$ cat src/sv/csr_pkg.sv
// ---------------------------------------------------------------------------
// csr_pkg
// Widths, angle constants, arc table and inverse gain for the square root.
// ---------------------------------------------------------------------------
package csr_pkg;

  localparam int TBL_LEN   = 40;
  localparam int ANG_W     = 36;
  localparam int XY_W      = 60;
  localparam int K_W       = 34;
  localparam int VEC_SHIFT = 24;
  localparam int ROOT_STG  = 32;

  localparam logic signed [ANG_W-1:0] ANG_PI      = ANG_W'(64'sd2147483648);
  localparam logic signed [ANG_W-1:0] ANG_HALF_PI = ANG_W'(64'sd1073741824);
  localparam logic signed [K_W-1:0]   SQRT_HALF_Q30 = K_W'(64'sd759250125);
  localparam logic signed [K_W-1:0]   ONE_Q30       = K_W'(64'sd1073741824);

  typedef struct packed {
    logic rz;
    logic iz;
    logic ipos;
    logic ineg;
    logic rneg;
    logic aim_lt;
  } flag_t;

  localparam int FLG_W = $bits(flag_t);

  function automatic logic signed [ANG_W-1:0] arc_step(int i);
    logic signed [ANG_W-1:0] a;
    unique case (i)
      0:  a = 36'sd536870912;
      1:  a = 36'sd316933406;
      2:  a = 36'sd167458907;
      3:  a = 36'sd85004756;
      4:  a = 36'sd42667331;
      5:  a = 36'sd21354465;
      6:  a = 36'sd10679838;
      7:  a = 36'sd5340245;
      8:  a = 36'sd2670163;
      9:  a = 36'sd1335087;
      10: a = 36'sd667544;
      11: a = 36'sd333772;
      12: a = 36'sd166886;
      13: a = 36'sd83443;
      14: a = 36'sd41722;
      15: a = 36'sd20861;
      16: a = 36'sd10430;
      17: a = 36'sd5215;
      18: a = 36'sd2608;
      19: a = 36'sd1304;
      20: a = 36'sd652;
      21: a = 36'sd326;
      22: a = 36'sd163;
      23: a = 36'sd81;
      24: a = 36'sd41;
      25: a = 36'sd20;
      26: a = 36'sd10;
      27: a = 36'sd5;
      28: a = 36'sd3;
      29: a = 36'sd1;
      30: a = 36'sd1;
      default: a = '0;
    endcase
    return a;
  endfunction

  function automatic logic [63:0] inv_gain_q30(int n);
    logic [63:0] g2;
    logic [63:0] rem;
    logic [63:0] res;
    logic [63:0] bitv;
    logic [63:0] num;
    logic [63:0] q;
    logic [63:0] r;
    g2 = 64'd1 << 60;
    for (int i = 0; i < n; i++) begin
      if (2 * i < 64) g2 = g2 + (g2 >> (2 * i));
    end
    rem  = g2;
    res  = '0;
    bitv = 64'd1 << 62;
    for (int i = 0; i < 32; i++) begin
      if (rem >= res + bitv) begin
        rem = rem - (res + bitv);
        res = (res >> 1) + bitv;
      end else begin
        res = res >> 1;
      end
      bitv = bitv >> 2;
    end
    if (res == '0) res = 64'd1;
    num = (64'd1 << 60) + (res >> 1);
    q = '0;
    r = '0;
    for (int i = 63; i >= 0; i--) begin
      r = {r[62:0], num[i]};
      if (r >= res) begin
        r = r - res;
        q[i] = 1'b1;
      end
    end
    return q;
  endfunction

endpackage

$ cat src/sv/csr_cordic_cell.sv
// ---------------------------------------------------------------------------
// csr_cordic_cell
// One CORDIC micro-rotation, vectoring or rotation mode, side data carried.
// ---------------------------------------------------------------------------
module csr_cordic_cell import csr_pkg::*; #(
  parameter int   W      = 60,
  parameter int   STEP   = 0,
  parameter bit   VECTOR = 1'b1,
  parameter int   SIDE_W = 8
) (
  input  logic                    clk_i,
  input  logic                    rst_ni,
  input  logic                    valid_i,
  output logic                    ready_o,
  input  logic signed [W-1:0]     x_i,
  input  logic signed [W-1:0]     y_i,
  input  logic signed [ANG_W-1:0] z_i,
  input  logic [SIDE_W-1:0]       side_i,
  output logic                    valid_o,
  input  logic                    ready_i,
  output logic signed [W-1:0]     x_o,
  output logic signed [W-1:0]     y_o,
  output logic signed [ANG_W-1:0] z_o,
  output logic [SIDE_W-1:0]       side_o
);

  logic                    v_q;
  logic signed [W-1:0]     x_q, y_q, x_d, y_d, dx, dy;
  logic signed [ANG_W-1:0] z_q, z_d, arc;
  logic [SIDE_W-1:0]       side_q;
  logic                    cw;

  assign arc     = arc_step(STEP);
  assign dx      = y_i >>> STEP;
  assign dy      = x_i >>> STEP;
  assign cw      = VECTOR ? (y_i > 0) : (z_i < 0);
  assign ready_o = !v_q || ready_i;

  always_comb begin
    if (cw) begin
      x_d = x_i + dx;
      y_d = y_i - dy;
      z_d = z_i + arc;
    end else begin
      x_d = x_i - dx;
      y_d = y_i + dy;
      z_d = z_i - arc;
    end
  end

  always_ff @(posedge clk_i or negedge rst_ni) begin
    if (!rst_ni) begin
      v_q <= 1'b0;
    end else if (ready_o) begin
      v_q <= valid_i;
    end
  end

  always_ff @(posedge clk_i) begin
    if (ready_o && valid_i) begin
      x_q    <= x_d;
      y_q    <= y_d;
      z_q    <= z_d;
      side_q <= side_i;
    end
  end

  assign valid_o = v_q;
  assign x_o     = x_q;
  assign y_o     = y_q;
  assign z_o     = z_q;
  assign side_o  = side_q;

endmodule

$ cat config.mk
export PLATFORM = sky130hd
export DESIGN_NAME = csr_cordic_cell
export DESIGN_NICKNAME = d
export VERILOG_FILES = /design/src/sv/csr_pkg.sv /design/src/sv/csr_cordic_cell.sv
export SDC_FILE = /design/constraint.sdc
export NUM_CORES = 1
export LEC_CHECK = 0
export CORE_MARGIN = 2
export CORE_UTILIZATION = 35
export DETAILED_ROUTE_END_ITERATION = 8
export DONT_BUFFER_PORTS = 1
export SETUP_SLACK_MARGIN = 0.15
export SYNTH_ARGS = -nofsm -noshare
export SYNTH_HDL_FRONTEND = slang
export SYNTH_SLANG_ARGS = --single-unit
$ cat constraint.sdc
create_clock -name clk_i -period 5.9 [get_ports clk_i]
set_clock_uncertainty 0.2 [all_clocks]
set_input_delay 0.59 -clock clk_i [delete_from_list [all_inputs] [get_ports clk_i]]
set_output_delay 0.59 -clock clk_i [all_outputs]
set_load 0.02 [all_outputs]
## After elaboration in Yosys (flattened, before gate mapping)

Index checks and enable logic that the tools add are counted.

- Bits in registers: 165
- Latch bits: 0
- RAM bits: 0
- Bits in read-only memories: 0
- Input port bits: 168
- Output and inout port bits: 166
- Logic and storage cells: 17
- Memories: 0

- Add/sub/neg operators: 5
- $mul: 0
- Div/mod/pow operators: 0
- Magnitude comparators: 1
- Eq/ne operators: 0
- Shift operators: 0
- Multiplexer cells: 3
- Bitwise logic cells: 0
- Reductions and logical operators: 3

Operators by type and width:

| cell | count |
|---|---|
| $mux W60 | 2 |
| $sub A60 B60 Y60 | 2 |
| $add A60 B60 Y60 | 1 |
| $gt A60 B1 Y1 const B | 1 |
| $add A36 B31 Y36 const B | 1 |
| $mux W36 | 1 |
| $sub A36 B31 Y36 const B | 1 |
| $logic_and A1 B1 Y1 | 1 |
| $logic_not A1 Y1 | 1 |
| $logic_or A1 B1 Y1 | 1 |

## Logic depth before layout (Yosys ltp)

- Depth in word-level cells: 3
- Gate-level depth with buffers: 14
- Depth with buffers taken out: 13

## Least setup slack after synthesis

OpenSTA, ideal clock, no wires.

- Kind: input -> register
- Start point: in ready_i
- End point: reg side_q[0] (netlist: side_o[0]) (enable)
- Data arrival time: 4617 ps
- Data required time: 5158 ps
- Path slack: 541 ps
- Cell stages on the path: 2
- Buffers on the path: 0
- Cell sequence: nand2b_1 > and2_1

- Cells in the longest elaborated chain, start to end: 2

RTL lines:

| item | RTL line | RTL |
|---|---|---|
| from (decl) | csr_cordic_cell.sv:20 | `input logic ready_i,` |
| $logic_or A1 B1 Y1 | csr_cordic_cell.sv:37 | `assign ready_o = !v_q \|\| ready_i;` |
| $logic_and A1 B1 Y1 | csr_cordic_cell.sv:60 | `if (ready_o && valid_i) begin` |
| to (signal assigned) | csr_cordic_cell.sv:64 | `side_q <= side_i;` |
| to (decl) | csr_cordic_cell.sv:30 | `logic [SIDE_W-1:0] side_q;` |

Every way passes these cells.
A chain may end at the register's enable or synchronous reset.

## Worst setup path in the final report

- Start point: in x_i[16]
- End point: reg y_q[31] (netlist: y_o[31]) (data pin)

- Cells in the longest elaborated chain, start to end: 2
- Elaborated cells between the ends (all ways): 3

RTL lines:

| item | RTL line | RTL |
|---|---|---|
| from (decl) | csr_cordic_cell.sv:15 | `input logic signed [W-1:0] x_i,` |
| $add A60 B60 Y60 or $sub A60 B60 Y60 (tied branches) | csr_cordic_cell.sv:46, csr_cordic_cell.sv:42 |  |
| $mux W60 (*) | csr_cordic_cell.sv:40 | `if (cw) begin` |
| via y_d[31] | csr_cordic_cell.sv:28 | `logic signed [W-1:0] x_q, y_q, x_d, y_d, dx, dy;` |
| to (signal assigned) | csr_cordic_cell.sv:62 | `y_q <= y_d;` |
| to (decl) | csr_cordic_cell.sv:28 |  |

Mark *: on every way through the listed nets, which the timed path passes. The rest lies on a longest branch.

==> results.sh <==
export IMPL_cts_root_buf="clkbuf_16"
export IMPL_synth_cells=1991
export IMPL_max_freq_mhz=242.8
export IMPL_rows=79
export IMPL_layout_nets=2327
export IMPL_antenna_diode_count=0
export IMPL_violations="design-rule violations"
export IMPL_wire_per_inst_um=26.01
export IMPL_register_area_um2=4920
export IMPL_firstDrtPassIters=9
export IMPL_synthTopCellsByArea="edfxtp_1 29%, ha_1 14%, a21oi_1 8.0%"
export IMPL_synth_most_common_cell="a21oi_1"
export IMPL_cts_made_buffers=17
export IMPL_grt_pass1_vias=14950
export IMPL_crit_path_cell_trace="inv_1 > ha_1 > inv_1 > a21oi_1 > o311ai_0 > a311oi_1 > a21oi_1 > o21ai_0 > nand3_1 > a21oi_1 > mux2i_1 > xnor2_1"
export IMPL_vias_per_cell=6.042
export IMPL_yosysUniqueCellTypes=91
export IMPL_hpwl_mm=54.26
export IMPL_cts_num_sinks=164
export IMPL_ant_nets=0
export IMPL_antenna_found_initial=0
export IMPL_clkSlewWorstSetupHoldPaths_ps=70
export IMPL_grt_start_max_net_pins=71
export IMPL_drtIter0Drc=1805
export IMPL_multiInputGateArea_um2=10620
export IMPL_clock_path_buffers=2
export IMPL_dieWidth_um=221.8
export IMPL_dieArea_um2=49190
export IMPL_grt_setup_unrepaired="false"
export IMPL_io_pins=334
export IMPL_seq_area_frac_synth_pct=29.63
export IMPL_vias=15660
export IMPL_slew_headroom_pct=33.06
export IMPL_cts_max_level=4
export IMPL_syn2layout_area_growth_pct=8.773
export IMPL_finalCriticalPeriod_ps=4118
export IMPL_post_cts_buffers=0
export IMPL_rr_startpoint="valid_o"
export IMPL_start_util_pct=35.59
export IMPL_grt_usage_pct=26.83
export IMPL_grt_pass1_wl_mm=98.88
export IMPL_path_class="primary input to register"
export IMPL_cts_tree="done"
export IMPL_fillers=4816
export IMPL_setup_tns_ps=0
export IMPL_post_route_util_pct=38.71
export IMPL_required_ps=5920
export IMPL_grt_overflow=0
export IMPL_worst_pin_slew_ps=997.4
export IMPL_ir_worst_vdd_mv=0.1905
export IMPL_ys_seq_elements=164
export IMPL_synth_commonest_cells="264 x a21oi_1, 183 x ha_1, 177 x inv_1"
export IMPL_synth_edff_count=163
export IMPL_io_buffers=0
export IMPL_drive_above_1_share_pct=4.433
export IMPL_netlist_area_leader_share_pct=29.48
export IMPL_worstSkewPairLatency_ps=500
export IMPL_critPathMaxStageDelay_ps=900
export IMPL_hold_class="primary input to asynchronous set/reset pin"
export IMPL_cellPowerDensity_nw_per_um2=238.3
export IMPL_cp_start_kind="primary input"
export IMPL_gp_congestion=1.019
export IMPL_synth_top_cell_by_area="edfxtp_1"
export IMPL_cp_depth=12
export IMPL_synth_area_um2=16600
export IMPL_yosysWarnings=0
export IMPL_drv_cap=0
export IMPL_critPathArrivalTime_ps=4140
export IMPL_drv_slew=0
export IMPL_wl_mm=67.42
export IMPL_reg2reg_depth=3
export IMPL_synth_net_count=2346
export IMPL_outcome="finished with violations"
export IMPL_power_leakage_uw=0.007056
export IMPL_cpMostUsedCell="a21oi_1"
export IMPL_synth_area_per_cell_um2=8.339
export IMPL_crit_buf_inv=2
export IMPL_coreArea_um2=46650
export IMPL_dieHeight_um=221.8
export IMPL_cp_slowest_cell="a311oi_1"
export IMPL_synth_main_ff_cell="edfxtp_1"
export IMPL_synthArstFlopShare_pct=0.6098
export IMPL_crit_fanout=16
export IMPL_endpoint_kind="register"
export IMPL_setup_violations=0
export IMPL_drcViolationCount=14
export IMPL_startpoint="x_i[16]"
export IMPL_hold_viol_final=0
export IMPL_fin_crit_sh_pct=69.80
export IMPL_crit_family="compound AO/OA/AOI/OAI gates"
logic make-up after synthesis:
group,synth area share (%)
fa+ha+maj,14.27
simple gates,15.31
compound gates,25.94
mux,1.929
buf+inv,6.534
flops,29.63
xor+xnor,6.383
flip-flops by register name, summed over array words and instances, names as in the netlist:
register  flops
valid_o       1
z_o          36
side_o        8
y_o          59
x_o          60
path summary, 6_finish.rpt:
kind | end | slack [ps]
worst max register to register | x_o[13] | 3260
worst min-delay path | valid_o | 100
worst min register to register | valid_o | 700
max in group asynchronous | valid_o | 5290
min in group clk_i | z_o[30] | 140
worst max-delay path | y_o[31] | 1780
placed cells by master, fill, tap and decap left out, types with 6 or more instances in the layout:
cell type | Yosys | final
a211oi_1 | 27 | 27
a21o_1 | 26 | 26
a21oi_1 | 264 | 264
a31oi_1 | 13 | 13
buf_4 | 6 | 9
clkbuf_16 | 0 | 17
dlygate4sd3_1 | 0 | 40
edfxtp_1 | 163 | 163
ha_1 | 183 | 183
inv_1 | 177 | 176
mux2i_1 | 32 | 32
nand2_1 | 118 | 118
nand2b_1 | 26 | 26
nand3_1 | 33 | 33
nand4_1 | 38 | 38
nor2_1 | 170 | 170
nor2b_1 | 27 | 27
nor3_1 | 35 | 35
nor4_1 | 34 | 34
o211a_1 | 6 | 6
o211ai_1 | 18 | 18
o21a_1 | 19 | 19
o21ai_0 | 138 | 138
o21ai_1 | 12 | 12
o21bai_1 | 45 | 45
o311ai_0 | 6 | 6
o31ai_1 | 24 | 24
o41ai_1 | 7 | 7
or2_2 | 8 | 8
or3_1 | 7 | 7
xnor2_1 | 108 | 108
xor2_1 | 13 | 13
through the flow:
stage	instances	area (um2)	setup WS, ps	total power, uW	hold WS, ps
after floorplan	1991	16600	541.0	2699	94.41
after global placement	2520	17090	1291	3129	94.44
after detailed placement	2520	17090	1341	3121	94.44
after CTS	2592	18060	1890	4311	51.96
after global routing	2592	18060	1523	4511	84.51
final	2592	18060	1782	4304	100.3
worst reg2reg max path, cell delays in order, from the launching register on:
cell and delay (ps):
dfrtp_1 470, nand2b_1 290, and2_4 590, buf_4 680
power by group:
group	switching, uW	total, uW	internal [uW]
combinational	974	1470	499
sequential	210	1690	1480
clock	557	1150	588
total	1740	4300	2560
layer usage:
layer,track usage [%],share of wire (%)
met1,36.73,44
met4,11.16,4.0
met2,40.17,43
met5,0,0
met3,6.732,9.1
layout make-up:
cell class                 instances  area share, %
inverter                         186          3.880
sequential                       164          27.24
tap                              607          4.206
multi-input combinational       1553          58.80
clock buffer                      17          2.356
clock inverter                    15         0.8106
timing repair buffer              50          2.702
timing repair:
action                                 4_1_cts  5_1_grt
resized for setup                            0        0
endpoints found under the hold margin       40        0
hold buffers                                40        0
No activity file was read; power rests on OpenSTA's default activity.
