==> src/sv/csr_root_cell.sv <==
// ---------------------------------------------------------------------------
// csr_root_cell
// One digit of a 64-bit integer square root, with side data carried along.
// ---------------------------------------------------------------------------
module csr_root_cell #(
  parameter int BIT_POS = 62,
  parameter int SIDE_W  = 8
) (
  input  logic              clk_i,
  input  logic              rst_ni,
  input  logic              valid_i,
  output logic              ready_o,
  input  logic [63:0]       n_i,
  input  logic [63:0]       res_i,
  input  logic [SIDE_W-1:0] side_i,
  output logic              valid_o,
  input  logic              ready_i,
  output logic [63:0]       n_o,
  output logic [63:0]       res_o,
  output logic [SIDE_W-1:0] side_o
);

  logic              v_q;
  logic [63:0]       n_q, n_d;
  logic [63:0]       res_q, res_d;
  logic [SIDE_W-1:0] side_q;
  logic [63:0]       bitv;
  logic [63:0]       trial;

  assign bitv    = 64'd1 << BIT_POS;
  assign trial   = res_i + bitv;
  assign ready_o = !v_q || ready_i;

  always_comb begin
    if (n_i >= trial) begin
      n_d   = n_i - trial;
      res_d = (res_i >> 1) + bitv;
    end else begin
      n_d   = n_i;
      res_d = res_i >> 1;
    end
  end

  always_ff @(posedge clk_i or negedge rst_ni) begin
    if (!rst_ni) begin
      v_q <= 1'b0;
    end else if (ready_o) begin
      v_q <= valid_i;
    end
  end

  always_ff @(posedge clk_i) begin
    if (ready_o && valid_i) begin
      n_q    <= n_d;
      res_q  <= res_d;
      side_q <= side_i;
    end
  end

  assign valid_o = v_q;
  assign n_o     = n_q;
  assign res_o   = res_q;
  assign side_o  = side_q;

endmodule

==> config.mk <==
export PLATFORM = sky130hd
export DESIGN_NAME = csr_root_cell
export DESIGN_NICKNAME = d
export VERILOG_FILES = /design/src/sv/csr_root_cell.sv
export SDC_FILE = /design/constraint.sdc
export NUM_CORES = 1
export LEC_CHECK = 0
export BUFFER_PORTS_ARGS = -buffer_cell sky130_fd_sc_hd__buf_2
export CORE_ASPECT_RATIO = 1.2
export CORE_MARGIN = 5
export CORE_UTILIZATION = 53
export CTS_BUF_LIST = sky130_fd_sc_hd__clkbuf_4 sky130_fd_sc_hd__clkbuf_8 sky130_fd_sc_hd__clkbuf_16
export CTS_CLUSTER_SIZE = 40
export DETAILED_ROUTE_END_ITERATION = 10
export GPL_ROUTABILITY_DRIVEN = 1
export GPL_TIMING_DRIVEN = 1
export PLACE_DENSITY = 0.89
export SLEW_MARGIN = 0
export SYNTH_ARGS = -nofsm -noshare
export SYNTH_HDL_FRONTEND = slang
export SYNTH_SLANG_ARGS = --single-unit
==> constraint.sdc <==
create_clock -name clk_i -period 5.4 [get_ports clk_i]
set_input_delay 0.81 -clock clk_i [delete_from_list [all_inputs] [get_ports clk_i]]
set_output_delay 0.81 -clock clk_i [all_outputs]
set_load 0.02 [all_outputs]
---- Word-level counts from Yosys, hierarchy flattened ----
Cells that the tools add are included.
operators by class
  add/sub/neg operators ................... 3
  magnitude comparators ................... 1
  mux-type cells .......................... 2
  reductions and logical operators ........ 3
operators with widths
  kind                                            count
  adder 63 x 63 -> 64 bit, second input constant  1
  adder 64 x 63 -> 64 bit, second input constant  1
  >= comparator 64 bit                            1
  two-way mux 64 bit                              1
  subtractor 64 bit                               1
  two-way mux 63 bit                              1
  logical AND 1 bit                               1
  zero test 1 bit                                 1
  logical OR 1 bit                                1
word-level totals
  register bits ........................... 137
  input port bits ......................... 140
  output and inout port bits .............. 138
  word-level logic and storage cells ...... 14

---- Logic depth before layout (Yosys ltp) ----
Gate-level depths: netlist (run 1).
  depth after elaboration ................. 3
  mapped depth ............................ 14
  mapped depth without buffers ............ 12

---- Worst setup path after synthesis (run 1) ----
OpenSTA, ideal clock, no wires.
  path kind ............................... input to register
  start ................................... in ready_i
  end ..................................... reg n_q[0], in the netlist n_o[0] (enable)
  setup time .............................. 0.511 ns
  arrival time ............................ 4.232 ns
  required time ........................... 4.889 ns
  setup slack ............................. 0.657 ns
  cell stages on the path ................. 2
  path buffers ............................ 0
  cell sequence ........................... nand2b_1 and2_1
on the way
  cells in the longest elaborated chain, start to end .. 2
RTL lines
  element                 line  RTL
  start: declaration      17    input logic ready_i,
  logical OR 1 bit        32    assign ready_o = !v_q || ready_i;
  logical AND 1 bit       53    if (ready_o && valid_i) begin
  end signal: assignment  54    n_q <= n_d;
  end: declaration        24    logic [63:0] n_q, n_d;
No other way between the ends.
A chain may end at the register's enable or synchronous reset.

---- Final worst setup path (run 1) ----
  start ................................... in n_i[21]
  end ..................................... reg n_q[9], in the netlist n_o[9] (data pin)
on the way
  cells in the longest elaborated chain, start to end .. 2
RTL lines
  element               line  RTL
  start: declaration    13    input logic [63:0] n_i,
  >= comparator 64 bit  35    if (n_i >= trial) begin
  two-way mux 64 bit    35
  via n_d[9]            24
The timed path passes the listed nets, and every way through them passes these cells.

==> results.py, run 1 <==
metrics = {
    "layout": {
        "nFillCells": 1335,
        "area_delta_synth_final_pct": 23.1,
        "stdcell_area_sq_mm": 0.0114,
        "final_nets": 1450,
        "drive_gt1_share_pct": 25.5,
    },
    "routing": {
        "wl_met3_um": 2400,
        "top_layer_used": "met5",
        "wirelength_um": 27600,
        "vias": 8772,
        "drc": 0,
        "drt_iter0_drc": 937,
        "met2_length_um": 14100,
        "routed_via_density": 5.94,
        "dr.pass1.iters": 7,
        "post_drt_wl_per_cell_um": 18.7,
        "ant_nets": 0,
        "wl_met1_um": 10100,
    },
    "yosys": {
        "synth.most_common_cell": "edfxtp_1",
        "post-synth-top-area-cell": "edfxtp_1",
        "syn_area_sq_mm": 0.00923,
        "synthTopCellsByCount": "edfxtp_1 (136), a21oi_1 (124), nor2_1 (110)",
        "synth_area_leaders": "edfxtp_1 (44%), ha_1 (8.7%), a21oi_1 (6.7%), nor2_1 (4.5%), nand2_1 (3.3%)",
        "syn-num-nets": 1196,
        "synth.top_cell.area_share_pct": 44.3,
        "ys_ff_latch": 137,
        "synthArstFlopShare_pct": 0.730,
        "netlist-cell-type-count": 66,
        "synth.avg_cell_area_sq_um": 9.31,
        "syn_inst": 991,
        "ys_warn_count": 0,
        "synth_edf_count": 136,
        "yosysSeqAreaShare_pct": 44.5,
        "yosys_most_used_dff": "edfxtp_1",
    },
    "floorplanning": {
        "die_h_um": 155,
        "num_io_pins": 278,
        "initial_core_util_pct": 54.3,
        "dieArea_sq_mm": 0.0202,
        "fp.dieW_um": 130,
        "core_sq_mm": 0.0170,
        "rows": 52,
    },
    "clock_network": {
        "clk_pin_slew_worst_paths_ns": 0.06,
        "clockRootBuffer": "clkbuf_16",
        "cts_max_path_buffers": 2,
        "cts_sinks": 137,
        "post-cts-setup-buffers": 0,
        "cts_buffers": 17,
        "htree_levels": 4,
        "cts-resized-gates": 0,
        "insertion_delay_ns": 0.44,
        "cts_hold_buffers": 0,
        "cts_tree": "yes",
    },
    "setup_path": {
        "cpMostUsedCell": "o21ai_0",
        "cp.required_ns": 5.57,
        "path_cells": "buf_2, ha_1, a21oi_1, inv_1, o31ai_1, o311ai_0, o21ai_0, a31oi_4, nor2_2, buf_4, o21ai_0",
        "start_kind": "input port",
        "max_stage_delay_ns": 0.86,
        "path_class": "in2reg",
        "crit_fanout": 22,
        "r2r_cells": 3,
        "end_kind": "flip-flop",
        "arrival_ns": 4.40,
        "slowest_stage": "nor2_2",
    },
    "power_and_ir_drop": {
        "p_per_area_mw_per_mm2": 312,
        "p_leak_nw": 5.05,
        "ir_drop_v": 0.000218,
    },
    "sta": {
        "fin_setup_tns_ns": 0,
        "finClkSkew_ns": 0.00794,
        "fin_crit_sh_pct": 78.4,
        "max_freq_mhz": 236,
        "finalCriticalPeriod_ns": 4.23,
        "finalHoldViolCount": 0,
        "tightest_slew_ns": 1.04,
        "slew_viol_final": 0,
        "setup_viol": 0,
        "rsz0062_at_grt": "no",
        "relSlewSlack_pct": 30.5,
    },
    "flow_run": {
        "drv_cap": 0,
    },
    "placed_design": {
        "post-dp-hpwl_um": 21100,
        "place.gp.congestion": 0.990,
        "place_area_sq_mm": 0.0107,
        "numPortBuffers": 277,
    },
    "global_routing": {
        "antenna_found_initial": 4,
        "track_usage_pct": 26.5,
        "grt_max_degree": 98,
        "grt_pass1_wl_um": 42300,
        "grt_pass1_vias": 8595,
        "overflow": 0,
    },
    "status": {
        "status": "finished clean",
    },
    "min_path": {
        "hold_class": "in2async",
    },
}
==> state kept, by name, indices dropped and copies added, names as in the netlist <==
register / cells
side_o: 8
valid_o: 1
res_o: 64
n_o: 64
==> logic make-up after synthesis <==
group / after synthesis / synth area share, %
muxes: 1 / 0.109
xor gates and xnor gates: 51 / 4.84
buffers and inverters: 125 / 5.53
DFF: 137 / 44.5
adders and majority gates: 65 / 8.90
and+or+nand+nor: 299 / 15.0
AOI/OAI and AO/OA: 313 / 21.1
==> routing by layer <==
metal  up-vias  global-route usage [%]
met2       470                    46.6
met4         4                    11.5
met5         -                       0
li1       4147                       -
met3        84                    6.14
met1      4067                    30.4
==> final cells by class <==
cell class	count	area, sq um	share of cell area, %
flip-flops and latches	137	4110	36.2
diodes	2	5.00	0.0441
inverters	80	300	2.64
multi-input cells	729	4610	40.6
well taps	216	270	2.38
repair buffers	280	1430	12.6
clock buffers	17	425	3.75
clock inverters	15	200	1.76
==> cells in the final DEF (no fill, tap or decap), types with 7 or more instances in the layout <==
cell / synthesis / final
xnor2_1: 27 / 27
xor2_1: 24 / 24
o21ai_0: 55 / 55
edfxtp_1: 136 / 136
a31oi_1: 10 / 10
nand3_1: 13 / 13
a21oi_1: 124 / 124
inv_1: 80 / 80
nand4_1: 26 / 26
nor2_1: 110 / 109
a211oi_1: 10 / 10
o21bai_1: 18 / 18
o31ai_1: 7 / 7
clkbuf_16: 0 / 17
a21o_1: 36 / 36
buf_2: 12 / 277
nor3_1: 21 / 21
nand2_1: 81 / 81
ha_1: 64 / 64
nand2b_1: 7 / 7
==> worst paths after layout <==
| path | startpoint | slack (ns) | endpoint |
|---|---|---|---|
| max | n_i[21] | 1.17 | n_o[9] |
| min | rst_ni | 0.14 | valid_o |
| max reg2reg | valid_o | 3.38 | res_o[46] |
| min reg2reg | valid_o | 0.54 | valid_o |
| max in group asynchronous | rst_ni | 5.18 | valid_o |
| min in group clk_i | valid_o | 0.54 | valid_o |
==> where the power goes <==
part	internal, W	leakage, nW	switching, W
combinational	0.000345	3.45	0.000632
sequential	0.00129	1.30	0.0000199
clock	0.000774	0.299	0.000483
total	0.00241	5.05	0.00114
==> worst max-delay path: cells and delay by family <==
kind                     cells  cell delay, ns
AND/OR/NAND/NOR              1            0.86
adder cells (fa/ha/maj)      1            0.39
AO/OA/AOI/OAI                6            1.78
buffers and inverters        3            0.56
==> stage by stage <==
step | instances | power, W | hold slack (ns) | util, % | worst slack, ns
detailed placement | 1442 | 0.00229 | 0.525 | 63.2 | 0.926
global route | 1476 | 0.00370 | 0.130 | 66.9 | 0.903
finish | 1476 | 0.00355 | 0.141 | 66.9 | 1.17
CTS | 1474 | 0.00354 | 0.132 | 66.8 | 1.29
floorplan | 991 | 0.00200 | 0.514 | - | 0.657
global placement | 1442 | 0.00226 | 0.506 | 63.2 | 1.04
No activity file was read; power rests on OpenSTA's default activity.
==> run 2: changes to the inputs <==
Settings changed: CORE_UTILIZATION 53 to 48, PLACE_DENSITY 0.89 to 0.85.
Clock period 5.4 ns to 3.7 ns, I/O delays scaled along.
==> run 2 against run 1 <==
Effect of this change: utilization decreased by 3.8 points; combinational power up 57%; design area is 4.8% higher; via count is 0.35% higher; critical path depth grew 4; power is 48% higher; sequential power grew 46%; non-clock buffer count up 66; die area up 9.7%; critical endpoint is now n_o[58]; highest routed layer is now met4.
==> results.py, run 2 (synthesis gave the netlist of run 1 again) <==
metrics = {
    "power_and_ir_drop": {
        "p_per_area_mw_per_mm2": 440,
        "ir_drop_v": 0.000300,
        "p_leak_nw": 5.37,
    },
    "placed_design": {
        "place.gp.congestion": 0.947,
        "numPortBuffers": 277,
        "post-dp-hpwl_um": 22300,
        "place_area_sq_mm": 0.0113,
    },
    "layout": {
        "final_common_cell": "buf_2",
        "layout_common_cells": "buf_2 (277), edfxtp_1 (136), a21oi_1 (124)",
        "drive_gt1_share_pct": 29.2,
        "fin_util_pct": 63.1,
        "area_delta_synth_final_pct": 29.0,
        "final_nets": 1516,
        "n_antenna_cell": 0,
        "stdcell_area_sq_mm": 0.0119,
    },
    "setup_path": {
        "slowest_stage": "fa_1",
        "arrival_ns": 3.52,
        "path_class": "in2reg",
        "crit_fanout": 4,
        "cp.required_ns": 3.87,
        "path_cells": "buf_2, inv_1, ha_1, fa_1, nor2b_1, o2111ai_1, a211o_1, a31o_2, a211oi_1, buf_4, o21ai_0, a311oi_1, buf_4, o2111a_1, a211oi_2",
        "cpMostUsedCell": "buf_4",
        "cp_top_family": "compound AO/OA/AOI/OAI gates",
        "crit_buf_inv": 4,
        "end_kind": "flip-flop",
        "start_kind": "input port",
        "max_stage_delay_ns": 0.41,
    },
    "floorplanning": {
        "die_h_um": 162,
        "fp.dieW_um": 137,
        "dieArea_sq_mm": 0.0221,
        "initial_core_util_pct": 48.9,
        "rows": 55,
        "core_sq_mm": 0.0189,
        "num_io_pins": 278,
    },
    "global_routing": {
        "antenna_found_initial": 0,
        "track_usage_pct": 25.1,
        "grt_pass1_vias": 8991,
        "overflow": 0,
        "grt_pass1_wl_um": 44100,
        "grt_max_degree": 75,
    },
    "sta": {
        "holdWs_ns": 0.300,
        "rsz0062_at_grt": "no",
        "finalCriticalPeriod_ns": 3.34,
        "relSlewSlack_pct": 55.9,
        "setup_viol": 0,
        "finalHoldViolCount": 0,
        "max_freq_mhz": 299,
        "tightest_slew_ns": 0.661,
        "finClkSkew_ns": 0.00461,
        "fin_crit_sh_pct": 90.3,
        "slew_viol_final": 0,
    },
    "status": {
        "status": "finished clean",
    },
    "clock_network": {
        "cts-resized-gates": 0,
        "cts_sinks": 137,
        "cts_tree": "yes",
        "clk_pin_slew_worst_paths_ns": 0.06,
        "clockRootBuffer": "clkbuf_16",
        "cts_max_path_buffers": 2,
        "htree_levels": 4,
        "cts_hold_buffers": 1,
        "insertion_delay_ns": 0.43,
        "post-cts-setup-buffers": 0,
        "cts_buffers": 17,
    },
    "routing": {
        "vias": 8803,
        "wirelength_um": 28100,
        "dr.pass1.iters": 5,
        "routed_via_density": 5.57,
        "ant_nets": 0,
        "post_drt_wl_per_cell_um": 17.8,
        "drt_iter0_drc": 644,
        "drc": 0,
    },
    "flow_run": {
        "drv_cap": 0,
    },
    "min_path": {
        "hold_class": "in2reg",
    },
}
-- run 2: final cells by class --
cell class / instances / area, sq um
clock inverters: 15 / 175
repair buffers: 346 / 1960
flip-flops and latches: 137 / 4110
fillers: 1634 / 6960
well taps: 256 / 320
inverters: 80 / 300
clock buffers: 17 / 425
multi-input cells: 729 / 4610
-- run 2: stage by stage --
stage	worst slack (ns)	power, W	std cells	TNS, ns
final	0.357	0.00524	1580	0
after global routing	0.109	0.00548	1580	0
after CTS	0.410	0.00525	1580	0
after detailed placement	-0.0219	0.00346	1547	-0.0219
after global placement	0.0220	0.00344	1547	0
after floorplan	0.313	0.00292	991	0
-- run 2: power breakdown --
part | switching (W) | leakage [nW] | total [W] | internal, W
registers | 0.0000298 | 1.30 | 0.00191 | 0.00188
logic | 0.000948 | 3.78 | 0.00154 | 0.000594
clock network | 0.000720 | 0.289 | 0.00178 | 0.00106
total | 0.00170 | 5.37 | 0.00524 | 0.00354
-- run 2: metal layers --
layer  vias to the layer above  track usage, %  share of wire [%]
li1                       4272               -                  -
met1                      4123            29.5                 39
met2                       337            45.2                 51
met3                        71            5.51                6.5
met4                         0            7.93                2.8
met5                         -               0                  0
-- run 2: final timing paths --
check / to / from / cells past startpoint / slack (ns)
setup reg to reg: n_o[46] / valid_o / 3 / 1.88
hold reg to reg: valid_o / valid_o / 2 / 0.53
min in group asynchronous: valid_o / rst_ni / 2 / 0.43
hold / removal: side_o[4] / side_i[4] / 1 / 0.30
setup / recovery: n_o[58] / n_i[0] / 15 / 0.36
max in group asynchronous: valid_o / rst_ni / 2 / 3.18
